**src/design/rxs_pkg.sv**
```systemverilog
package rxs_pkg;

  // Record field widths
  localparam int unsigned KEY_W     = 10;
  localparam int unsigned TAG_W     = 16;
  localparam int unsigned REC_W     = KEY_W + TAG_W;
  localparam int unsigned DEPTH_DEF = 64;

  // Sequencer states
  typedef enum logic [2:0] {
    S_LOAD,
    S_RD_A,
    S_GET_A,
    S_CMP,
    S_WR_A,
    S_EMIT_RD,
    S_EMIT_LD,
    S_EMIT_HOLD
  } rxs_state_t;

  // Strobes from the sequencer to the datapath
  typedef struct packed {
    logic ld_wr;
    logic cap_a;
    logic cmp;
    logic wr_a;
    logic cap_out;
    logic out_valid;
    logic out_last;
    logic dropped;
  } rxs_ctl_t;

endpackage

```
**src/design/rxs_in_if.sv**
```systemverilog
interface rxs_in_if;
  import rxs_pkg::*;

  logic             valid;
  logic             ready;
  logic [KEY_W-1:0] sort_key;
  logic [TAG_W-1:0] record_tag;
  logic             end_of_set;

  modport source (output valid, output sort_key, output record_tag, output end_of_set,
                  input ready);
  modport sink (input valid, input sort_key, input record_tag, input end_of_set,
                output ready);
endinterface

```
**src/design/rxs_out_if.sv**
```systemverilog
interface rxs_out_if;
  import rxs_pkg::*;

  logic             valid;
  logic             ready;
  logic [KEY_W-1:0] out_key;
  logic [TAG_W-1:0] out_tag;
  logic             out_last;
  logic             dropped_flag;

  modport source (output valid, output out_key, output out_tag, output out_last,
                  output dropped_flag, input ready);
  modport sink (input valid, input out_key, input out_tag, input out_last,
                input dropped_flag, output ready);
endinterface

```
**src/design/record_exchange_sort_by_key_core.sv**
```systemverilog
// Record exchange sort by key.
// item_in takes one record per beat (sort_key, record_tag, end_of_set).
// Records are stored one per cycle while item_in.ready is high. The beat
// with end_of_set closes the set and is stored if room is left. Beyond
// DEPTH records further beats are taken and discarded, and every result
// of that set carries dropped_flag.
// After the closing beat the block sorts in place with one compare unit
// and one port pair of the record RAM, making n*(n-1)/2 compares for n
// records in the set. Then result_out gives all n records, largest key
// first, out_last on the final one; each result passes through a RAM
// read and the output register and then waits out any receiver stall.
// item_in.ready stays low throughout sort and emit.
// A stalled receiver holds the current result steady; nothing is lost.
// Synchronous reset returns the block to loading an empty set; RAM
// contents are left as they are and are rewritten before being read.
module record_exchange_sort_by_key_core #(
  parameter int unsigned DEPTH = rxs_pkg::DEPTH_DEF
) (
  input logic      clk,
  input logic      rst,
  rxs_in_if.sink   item_in,
  rxs_out_if.source result_out
);
  import rxs_pkg::*;

  localparam int unsigned AW = $clog2(DEPTH);

  rxs_ctl_t         ctl;
  logic [AW-1:0]    waddr;
  logic [AW-1:0]    raddr;
  logic [REC_W-1:0] rdata;
  logic [REC_W-1:0] wdata;
  logic             we;
  logic [KEY_W-1:0] rd_key;
  logic [TAG_W-1:0] rd_tag;
  logic [KEY_W-1:0] cur_key;
  logic [TAG_W-1:0] cur_tag;
  logic [KEY_W-1:0] out_key;
  logic [TAG_W-1:0] out_tag;
  logic             swap;

  rxs_seq #(.DEPTH(DEPTH)) u_seq (
    .clk       (clk),
    .rst       (rst),
    .in_valid  (item_in.valid),
    .in_end    (item_in.end_of_set),
    .in_ready  (item_in.ready),
    .out_ready (result_out.ready),
    .ctl       (ctl),
    .waddr     (waddr),
    .raddr     (raddr)
  );

  rxs_ram #(.WIDTH(REC_W), .DEPTH(DEPTH)) u_ram (
    .clk   (clk),
    .we    (we),
    .waddr (waddr),
    .wdata (wdata),
    .raddr (raddr),
    .rdata (rdata)
  );

  assign rd_key = rdata[REC_W-1:TAG_W];
  assign rd_tag = rdata[TAG_W-1:0];

  // Shared compare unit
  assign swap = cur_key > rd_key;

  // Store the incoming beat, or write back the held record
  assign wdata = ctl.ld_wr ? {item_in.sort_key, item_in.record_tag} : {cur_key, cur_tag};
  assign we    = ctl.ld_wr || (ctl.cmp && swap) || ctl.wr_a;

  // Hold the running minimum and the output record
  always_ff @(posedge clk) begin
    if (ctl.cap_a || (ctl.cmp && swap)) begin
      cur_key <= rd_key;
      cur_tag <= rd_tag;
    end
    if (ctl.cap_out) begin
      out_key <= rd_key;
      out_tag <= rd_tag;
    end
  end

  assign result_out.valid        = ctl.out_valid;
  assign result_out.out_key      = out_key;
  assign result_out.out_tag      = out_tag;
  assign result_out.out_last     = ctl.out_last;
  assign result_out.dropped_flag = ctl.dropped;

endmodule

```
**src/design/rxs_ram.sv**
```systemverilog
module rxs_ram #(
  parameter int unsigned WIDTH = 8,
  parameter int unsigned DEPTH = 64
) (
  input  logic                     clk,
  input  logic                     we,
  input  logic [$clog2(DEPTH)-1:0] waddr,
  input  logic [WIDTH-1:0]         wdata,
  input  logic [$clog2(DEPTH)-1:0] raddr,
  output logic [WIDTH-1:0]         rdata
);

  logic [WIDTH-1:0] mem [DEPTH];

  // One write port, one registered read port
  always_ff @(posedge clk) begin
    if (we) begin
      mem[waddr] <= wdata;
    end
    rdata <= mem[raddr];
  end

endmodule

```
**src/design/rxs_seq.sv**
```systemverilog
module rxs_seq #(
  parameter int unsigned DEPTH = rxs_pkg::DEPTH_DEF
) (
  input  logic                     clk,
  input  logic                     rst,
  input  logic                     in_valid,
  input  logic                     in_end,
  output logic                     in_ready,
  input  logic                     out_ready,
  output rxs_pkg::rxs_ctl_t        ctl,
  output logic [$clog2(DEPTH)-1:0] waddr,
  output logic [$clog2(DEPTH)-1:0] raddr
);
  import rxs_pkg::*;

  localparam int unsigned AW = $clog2(DEPTH);
  localparam int unsigned CW = $clog2(DEPTH + 1);

  rxs_state_t    state, state_next;
  logic [CW-1:0] fill, fill_next;
  logic          ovf, ovf_next;
  logic [AW-1:0] a, a_next;
  logic [AW-1:0] b, b_next;
  logic [AW-1:0] idx, idx_next;
  logic          fire;
  logic          has_room;

  assign fire     = in_valid && (state == S_LOAD);
  assign has_room = fill < CW'(DEPTH);

  always_ff @(posedge clk) begin
    if (rst) begin
      state <= S_LOAD;
      fill  <= '0;
      ovf   <= 1'b0;
      a     <= '0;
      b     <= '0;
      idx   <= '0;
    end else begin
      state <= state_next;
      fill  <= fill_next;
      ovf   <= ovf_next;
      a     <= a_next;
      b     <= b_next;
      idx   <= idx_next;
    end
  end

  // Next state, counters and strobes
  always_comb begin
    state_next = state;
    fill_next  = fill;
    ovf_next   = ovf;
    a_next     = a;
    b_next     = b;
    idx_next   = idx;
    in_ready   = 1'b0;
    ctl        = '0;
    ctl.dropped  = ovf;
    ctl.out_last = (idx == '0);
    waddr      = fill[AW-1:0];
    raddr      = a;
    unique case (state)
      S_LOAD: begin
        in_ready   = 1'b1;
        ctl.ld_wr  = fire && has_room;
        if (fire) begin
          if (has_room) begin
            fill_next = fill + CW'(1);
          end else begin
            ovf_next = 1'b1;
          end
          if (in_end) begin
            a_next   = '0;
            idx_next = AW'(fill_next - CW'(1));
            if (fill_next >= CW'(2)) begin
              state_next = S_RD_A;
            end else begin
              state_next = S_EMIT_RD;
            end
          end
        end
      end
      S_RD_A: begin
        raddr      = a;
        state_next = S_GET_A;
      end
      S_GET_A: begin
        ctl.cap_a  = 1'b1;
        raddr      = a + AW'(1);
        b_next     = a + AW'(1);
        state_next = S_CMP;
      end
      S_CMP: begin
        // Compare entry b against the held entry a, swap on strictly greater
        ctl.cmp = 1'b1;
        waddr   = b;
        raddr   = b + AW'(1);
        if (CW'(b) == fill - CW'(1)) begin
          state_next = S_WR_A;
        end else begin
          b_next = b + AW'(1);
        end
      end
      S_WR_A: begin
        ctl.wr_a = 1'b1;
        waddr    = a;
        a_next   = a + AW'(1);
        if (CW'(a) + CW'(2) == fill) begin
          idx_next   = AW'(fill - CW'(1));
          state_next = S_EMIT_RD;
        end else begin
          state_next = S_RD_A;
        end
      end
      S_EMIT_RD: begin
        raddr      = idx;
        state_next = S_EMIT_LD;
      end
      S_EMIT_LD: begin
        ctl.cap_out = 1'b1;
        state_next  = S_EMIT_HOLD;
      end
      S_EMIT_HOLD: begin
        ctl.out_valid = 1'b1;
        raddr         = idx - AW'(1);
        if (out_ready) begin
          if (idx == '0) begin
            fill_next  = '0;
            ovf_next   = 1'b0;
            state_next = S_LOAD;
          end else begin
            idx_next   = idx - AW'(1);
            state_next = S_EMIT_LD;
          end
        end
      end
      default: begin
        state_next = S_LOAD;
      end
    endcase
  end

`ifndef SYNTHESIS
  a_fill_bound: assert property (@(posedge clk) disable iff (rst)
    fill <= CW'(DEPTH))
    else $error("fill count above capacity");

  a_ovf_full: assert property (@(posedge clk) disable iff (rst)
    ovf |-> fill == CW'(DEPTH))
    else $error("overflow flagged while store not full");

  a_no_overlap: assert property (@(posedge clk) disable iff (rst)
    !(in_ready && ctl.out_valid))
    else $error("input and output open at once");

  a_cmp_order: assert property (@(posedge clk) disable iff (rst)
    state == S_CMP |-> (b > a) && (CW'(b) < fill))
    else $error("compare index out of order");

  a_run_clear: assert property (@(posedge clk) disable iff (rst)
    (state == S_EMIT_HOLD && out_ready && idx == '0) |=> (fill == '0 && !ovf))
    else $error("set not cleared after final beat");
`endif

endmodule
```
**src/flat_wrapper.sv**
```systemverilog
// flat-port wrapper written by rule: the top's interface ports become plain ports
module record_exchange_sort_by_key_core_flat import rxs_pkg::*;
#(
  parameter int unsigned DEPTH = rxs_pkg::DEPTH_DEF
)
  (clk, rst, item_in_valid, item_in_sort_key, item_in_record_tag, item_in_end_of_set, item_in_ready, result_out_valid, result_out_out_key, result_out_out_tag, result_out_out_last, result_out_dropped_flag, result_out_ready);
  rxs_in_if item_in_i ();
  rxs_out_if result_out_i ();
  input logic clk;
  input logic rst;
  input wire logic [$bits(item_in_i.valid)-1:0] item_in_valid;
  input wire logic [$bits(item_in_i.sort_key)-1:0] item_in_sort_key;
  input wire logic [$bits(item_in_i.record_tag)-1:0] item_in_record_tag;
  input wire logic [$bits(item_in_i.end_of_set)-1:0] item_in_end_of_set;
  output wire logic [$bits(item_in_i.ready)-1:0] item_in_ready;
  output wire logic [$bits(result_out_i.valid)-1:0] result_out_valid;
  output wire logic [$bits(result_out_i.out_key)-1:0] result_out_out_key;
  output wire logic [$bits(result_out_i.out_tag)-1:0] result_out_out_tag;
  output wire logic [$bits(result_out_i.out_last)-1:0] result_out_out_last;
  output wire logic [$bits(result_out_i.dropped_flag)-1:0] result_out_dropped_flag;
  input wire logic [$bits(result_out_i.ready)-1:0] result_out_ready;
  assign item_in_i.valid = item_in_valid;
  assign item_in_i.sort_key = item_in_sort_key;
  assign item_in_i.record_tag = item_in_record_tag;
  assign item_in_i.end_of_set = item_in_end_of_set;
  assign item_in_ready = item_in_i.ready;
  assign result_out_valid = result_out_i.valid;
  assign result_out_out_key = result_out_i.out_key;
  assign result_out_out_tag = result_out_i.out_tag;
  assign result_out_out_last = result_out_i.out_last;
  assign result_out_dropped_flag = result_out_i.dropped_flag;
  assign result_out_i.ready = result_out_ready;
  record_exchange_sort_by_key_core #(.DEPTH(DEPTH)) u_core (.clk(clk), .rst(rst), .item_in(item_in_i), .result_out(result_out_i));
endmodule
```
**config.mk**
```make
export PLATFORM = sky130hd
export DESIGN_NAME = record_exchange_sort_by_key_core_flat
export DESIGN_NICKNAME = d
export VERILOG_FILES = /design/src/design/rxs_pkg.sv /design/src/design/rxs_in_if.sv /design/src/design/rxs_out_if.sv /design/src/design/record_exchange_sort_by_key_core.sv /design/src/design/rxs_ram.sv /design/src/design/rxs_seq.sv /design/src/flat_wrapper.sv
export SDC_FILE = /design/constraint.sdc
export NUM_CORES = 2
export LEC_CHECK = 0
export BUFFER_PORTS_ARGS = -buffer_cell sky130_fd_sc_hd__buf_4
export CAP_MARGIN = 20
export CORE_MARGIN = 4
export CORE_UTILIZATION = 25
export CTS_BUF_LIST = sky130_fd_sc_hd__clkbuf_2
export CTS_CLUSTER_SIZE = 16
export DETAILED_ROUTE_END_ITERATION = 12
export GPL_ROUTABILITY_DRIVEN = 0
export GPL_TIMING_DRIVEN = 0
export PLACE_DENSITY = 0.47
export SYNTH_ARGS = -nofsm -noshare
export SYNTH_HDL_FRONTEND = slang
export SYNTH_SLANG_ARGS = --single-unit
```
**constraint.sdc**
```tcl
create_clock -name clk -period 7.3 [get_ports clk]
set_input_delay 1.095 -clock clk [delete_from_list [all_inputs] [get_ports clk]]
set_output_delay 1.095 -clock clk [all_outputs]
set_load 0.005 [all_outputs]
```
Word level (Yosys, flattened, before mapping)

Memories as Yosys holds them, arrays and structs flattened. A register that Yosys moved wholly into a read port is not among the register bits.
Index checks and enable logic that the tools add are counted.

Register bits: 81
Latch bits: 0
RAM bits: 1664
Memory bits (read-only): 0
Memories kept: 1

Add/sub/neg operators: 7
Multipliers: 0
Div/mod/pow operators: 0
Order comparisons: 3
Eq/ne operators: 18
Shift operators: 0
Mux-type cells: 43
Bitwise logic cells: 0
Reductions and logical operators: 18

Memory list:

| name             | depth | bits a word | rd ports | clocked after Yosys merged registers in | wr ports | line          | text |
|---|---|---|---|---|---|---|---|
| u_core.u_ram.mem | 64    | 26          | 1        | 1                                       | 1        | rxs_ram.sv:13 | `logic [WIDTH-1:0] mem [DEPTH];` |

Operator list:

| kind                                                                                 | count |
|---|---|
| 6-bit 2-to-1 mux                                                                     | 8 |
| 7-bit 2-to-1 mux                                                                     | 6 |
| 6-bit case mux with 2 select lines                                                   | 3 |
| 26-bit 2-to-1 mux                                                                    | 1 |
| 3-bit case mux with 8 select lines                                                   | 1 |
| 6-bit case mux with 4 select lines                                                   | 1 |
| 3-bit 2-to-1 mux                                                                     | 7 |
| 2-bit != test (second input constant)                                                | 9 |
| 6-bit case mux with 3 select lines                                                   | 1 |
| 7-bit case mux with 2 select lines                                                   | 1 |
| 1-bit 2-to-1 mux                                                                     | 13 |
| 6-bit by 1-bit adder with 6-bit output (second input constant)                       | 2 |
| 3-bit equality test (second input constant)                                          | 4 |
| 6-bit by 1-bit subtractor with 6-bit output (second input constant)                  | 2 |
| 10-bit greater-than comparator                                                       | 1 |
| 4-bit AND reduction                                                                  | 2 |
| 6-bit by 2-bit adder with 7-bit output (second input constant)                       | 1 |
| 7-bit by 1-bit adder with 7-bit output (second input constant)                       | 1 |
| 6-bit by 7-bit equality test with 1-bit output                                       | 1 |
| 7-bit equality test                                                                  | 1 |
| 7-bit by 2-bit greater-or-equal comparator with 1-bit output (second input constant) | 1 |
| 7-bit < comparator (second input constant)                                           | 1 |
| 7-bit by 1-bit subtractor with 7-bit output (second input constant)                  | 1 |
| 3-bit by 2-bit equality test with 1-bit output (second input constant)               | 2 |
| other kinds (12)                                                                     | 18 |

Depth between registers and ports, before layout

Depth in word-level cells: 9
Gate-level depth with buffers: 14

Cells and area by module

A second synthesis with hierarchy kept.

Cell total of the unflattened synthesis: 3380
Area total of the unflattened synthesis: 69226.4 µm²

Modules (own cells, without submodules):

| module                           | times used | cells each | area an instance (µm²) |
|---|---|---|---|
| rxs_ram                          | 1          | 2841       | 64182.8 |
| rxs_seq                          | 1          | 418        | 2895.3 |
| record_exchange_sort_by_key_core | 1          | 121        | 2148.3 |

Worst setup path before layout

No wires, ideal clock.

Path kind: register to register
From: register u_core.u_seq.state[1]
To: memory u_core.u_ram.mem[0][16] (netlist bit), data pin
Setup time: 702 ps
Arrival: 4202 ps
Data required time: 6598 ps
Slack: 2396 ps
Cell stages (with the launch flop): 12
Buffers on the path: 6
Clock period less this slack: 4904 ps
Cells stage by stage: dfxtp_1 buf_4 buf_6 buf_2 or2_2 clkbuf_1 nor2_1 nand2_1 nor2_1 buf_2 buf_2 o21ai_0

Longest elaborated chain between the ends: 5

Ends and longest elaborated chain:

| item                       | line                                   | text |
|---|---|---|
| start: declaration         | rxs_seq.sv:19                          | `rxs_state_t state, state_next;` |
| start signal: assignment   | rxs_seq.sv:40                          | `state <= state_next;` |
| 3-bit logical NOT (*)      | rxs_seq.sv:28, rxs_seq.sv:63           |  |
| 1-bit logical AND          | rxs_seq.sv:28                          | `assign fire = in_valid && (state == S_LOAD);` |
| 1-bit logical AND          | rxs_seq.sv:66                          | `ctl.ld_wr = fire && has_room;` |
| 1-bit 2-to-1 mux (*)       | rxs_seq.sv:63                          | `unique case (state)` |
| 26-bit 2-to-1 mux (*)      | record_exchange_sort_by_key_core.sv:70 | `assign wdata = ctl.ld_wr ? {item_in.sort_key, item_in.record_tag} : {cur_key, cur_tag};` |
| net u_core.u_ram.wdata[16] | rxs_ram.sv:8                           | `input logic [WIDTH-1:0] wdata,` |
| end: declaration           | rxs_ram.sv:13                          |  |

Mark *: on every way through the listed nets, which the timed path passes. The rest lies on a longest branch.

Worst setup path after layout

From: register u_core.u_seq.idx[0]
To: register u_core.u_ram.rdata[13] (read register of u_core.u_ram.mem)

Longest elaborated chain between the ends: 2

Ends and longest elaborated chain:

| item                                        | line           | text |
|---|---|---|
| start: declaration                          | rxs_seq.sv:24  | `logic [AW-1:0] idx, idx_next;` |
| start signal: assignment                    | rxs_seq.sv:45  | `idx <= idx_next;` |
| 6-bit by 1-bit subtractor with 6-bit output | rxs_seq.sv:126 | `raddr = idx - AW'(1);` |
| 6-bit case mux with 4 select lines (*)      | rxs_seq.sv:63  |  |
| end: declaration                            | rxs_ram.sv:10  | `output logic [WIDTH-1:0] rdata` |

Every way passes the cells marked *; elsewhere a longest branch is shown, timed or not.
A chain may end at the register's enable or synchronous reset.

==> impl_results.md <==
* CTS H-tree depth at 5
* Die W at around 540 microns
* Setup WS post-layout at 1.53 ns
* Primary FF master, synth: edfxtp_1
* Vias in the first global route at about 43000
* Initial antenna violation count at 22
* Final period utilization at 0.791
* Ys Warns at 0
* Switching Share at 0.415
* Max Cap Viol at 0
* Syn_nets at between 4000 and 5000
* Synth cell count leaders: 1716 x edfxtp_1, 843 x nand2_1, 251 x a21oi_1
* Clk sinks at about 1800
* Reg2reg start: u_core.u_seq.idx[0]$_SDFFE_PP0P_
* Max stage delay cell, worst path: nor4_2
* Min Hold Slack at 0.332 ns
* Hold Path Class: primary input to register
* Grt ovf at 0
* Rows at about 190
* Fin crit period at 5.77 ns
* Slew Limit Fails at 0
* Number of synthesized flops with an enable pin at between 1500 and 2000
* Clk pwr share at 0.208
* Chip height at approximately 540 microns
* Pleak at about 27 nW
* Max clock buf depth at 4
* Top Ports at 61
* Internal power at roughly 19 mW
* Global Route Usage Sum at 0.162
* Final ANT Viol Nets at 0
* Initial DRC count at around 4600
* Largest net degree at the start of global routing at 65
* Area fraction of the dominant cell type after synthesis at 0.735
* Count leader, synth: edfxtp_1
* Critical Path Max Stage Delay at around 0.9 ns
* Crit path from: u_core.u_seq.idx[0]$_SDFFE_PP0P_
* Worst path most repeated cell: buf_2
* CP bufs+invs at 4
* Area Overhead vs Synth at 16.5%
* Nets@finish at about 5100
* Setup Total Neg Slack at 0 ns
* CP top delay family: simple AND/OR/NAND/NOR gates
* Sequential element share of the synthesized area at 0.750
* Cell Area, Synth at ~70000 sq um
* Via Count at roughly 44000
* Transition time of the tightest slew-check pin at between 1 and 1.5 ns
* Clk Latency, worst-skew pair at 1.92 ns
* Cell Pwr Density at between 300 and 400 nW/um^2
* Mapped Cells at about 4500
* Largest cells by area after synthesis: edfxtp_1 73%, mux4_2 4.8%, nand2_1 4.5%
* Via/cell ratio at 4.81
* GRT busiest layer: met2
* Design Area, Final at just over 80000 sq um
* VDD IR-drop max at approximately 0.00020 V
* RSZ-0062 raised after global routing: no
* CTS Buf Count at between 400 and 500
* Syn Area/Cell at approximately 16 sq um
* Post-Layout Cell Count at about 9000
* DP Cell Count at 8312
* CP Class: register to register
* Worst Path Arrival at 7.46 ns
* CP Data Required Time at about 9.0 ns
* Slew HR at 0.117
* GR met3 Demand/Resource at 0.0360
* Filler instances at between 20000 and 30000
* Min-delay src: rst
* Worst setup EP type: register
* Placed cell area at slightly below 80000 sq um
* Outcome: finished clean
* #FFs+latches synth at approximately 1800
* Comb pwr share at 0.398
* Starting density of the core at 0.251
* First-pass GRT wire length at between 300 and 400 mm
* DP Worst Slack at 1.76 ns
* Asr flop ratio synth at 0
* DR pass1 iterations at 5
* # port buffers at 59
* Net load switching power at 13.5 mW
* Clock skew at roughly 0.23 ns
* Final hold violation count at 0
* Wire per inst at roughly 26 microns
* Share of cells above drive strength 1 at 0.241
* Fmax at between 150 and 200 MHz
* CTS tree: built
* Core area at approximately 280000 sq um
* Clock-pin transition on the worst setup and hold timing paths at between 0.1 and 0.15 ns
* Wirelength, routed at approximately 240 mm
* Dpl hpwl at between 150 and 200 mm
* GR Util met2 at 0.261
* DIE AREA at between 200000 and 300000 sq um
* # setup viols final at 0
* GRT met1 Usage at 0.209
* Clock root buffer: clkbuf_2
* Crit-path cells: inv_1 -> ha_1 -> nand2b_1 -> a311oi_1 -> nor3_1 -> buf_2 -> buf_2 -> buf_2 -> a21oi_1 -> a221oi_1 -> o31ai_1 -> nor4_2
* Reg power frac at 0.394
* Type of origin of the critical path: register
* # DRC at 0
* Yosys top cell by area: edfxtp_1
* Crit-path max FO at 10
* Library cells used by synthesis at 78
cell usage in the layout (no fill, tap or decap), types with 17 or more instances in the layout:
master and n:
buf_1 22, nand2b_1 22, dlygate4sd3_1 37, nand3_1 188
mux2_4 20, buf_12 50, edfxtp_1 1716, buf_4 101
or3_1 33, clkbuf_2 704, buf_2 119, o31ai_1 27
nor2_1 45, o22ai_1 31, nor4_2 25, nor2_4 62
a211oi_1 33, clkbuf_1 108, a22oi_1 35, dfxtp_1 55
a31oi_1 65, mux4_2 151, nand4_1 30, a32oi_1 51
ha_1 19, inv_1 20, a21oi_1 251, nand2_1 842
and3_1 55, xnor2_1 17, clkinv_1 83, a32o_1 27
a221oi_1 105, mux2i_1 91
state kept, by name, indices dropped and copies added, names as in the netlist:
name / count
u_core.cur_tag: 16
u_core.u_seq.b: 6
u_core.u_seq.ovf: 1
u_core.u_seq.fill: 7
u_core.u_ram.rdata: 26
u_core.u_seq.state: 3
u_core.result_out.out_tag: 16
u_core.u_seq.idx: 6
u_core.cur_key: 10
u_core.u_ram.mem: 1664
u_core.result_out.out_key: 10
u_core.u_seq.a: 6
routing by layer:
metal  part of all wire  routed length [microns]
met5            0.00016                       38
met1               0.41                    99400
met3              0.071                    17000
met2               0.47                   114000
met4              0.043                    10300
worst reg2reg max path: stages (launching register included):
cell,delay (ns)
dfxtp_1,0.49
inv_1,0.10
ha_1,0.35
nand2b_1,0.16
a311oi_1,0.12
nor3_1,0.85
buf_2,0.60
buf_2,0.44
buf_2,0.34
a21oi_1,0.07
a221oi_1,0.69
o31ai_1,0.40
nor4_2,0.92
area by class of cell:
type / count / area [sq um] / area share
inverters: 23 / 86.3 / 0.00106
diodes: 12 / 30.0 / 0.000367
repair buffers: 170 / 2310 / 0.0282
plain buffers: 299 / 1500 / 0.0184
multi-input cells: 2366 / 16500 / 0.202
clock buffers: 703 / 3520 / 0.0430
flip-flops and latches: 1771 / 52600 / 0.644
well taps: 3724 / 4660 / 0.0570
clock inverters: 101 / 531 / 0.00649
final timing paths:
check                                      endpoint  slack [ns]  cells after the start
max reg2reg          u_core.u_ram.rdata[13]$_DFF_P_        1.53                     12
min reg2reg  u_core.result_out.out_tag[0]$_DFFE_PP_        0.43                      0
max                  u_core.u_ram.rdata[13]$_DFF_P_        1.53                     12
min                  u_core.u_seq.b[3]$_SDFFE_PP0P_        0.33                      3
logic make-up (layout without fill, tap and decap cells):
kind of cell,Yosys count,in the layout,share of synthesized area
adders and majority gates,19,19,0.00339
AOI/OAI and AO/OA,680,680,0.0664
other,0,12,0
xor gates and xnor gates,30,30,0.00375
DFF,1771,1771,0.750
muxes,269,269,0.0658
buffers and inverters,322,1296,0.0227
and+or+nand+nor,1368,1368,0.0876
repair_timing:
| item | 4_1_cts | 5_1_grt |
|---|---|---|
| resized for setup | 0 | 0 |
| endpoints found under the hold margin | 1046 | 21 |
| hold buffers | 36 | 1 |
| setup buffers | 0 | 0 |
| endpoints found under the setup margin | 0 | 0 |
power groups by stage:
stage | logic (mW) | clock network (mW) | registers [mW]
2_1_floorplan | 6.90 | 0 | 13.0
3_3_place_gp | 12.3 | 0 | 13.2
3_5_place_dp | 12.9 | 0 | 13.1
4_1_cts | 12.9 | 7.02 | 12.8
5_1_grt | 13.6 | 7.58 | 12.9
6_report | 13.0 | 6.80 | 12.8
per-stage QoR:
| stage | util | power, mW |
|---|---|---|
| after CTS | 0.292 | 32.8 |
| after global routing | 0.292 | 34.0 |
| final | 0.293 | 32.6 |
| after detailed placement | 0.276 | 25.9 |
| after global placement | 0.269 | 25.5 |
| after floorplan | - | 19.9 |
Note: power is estimated with default switching activity, not from simulation.
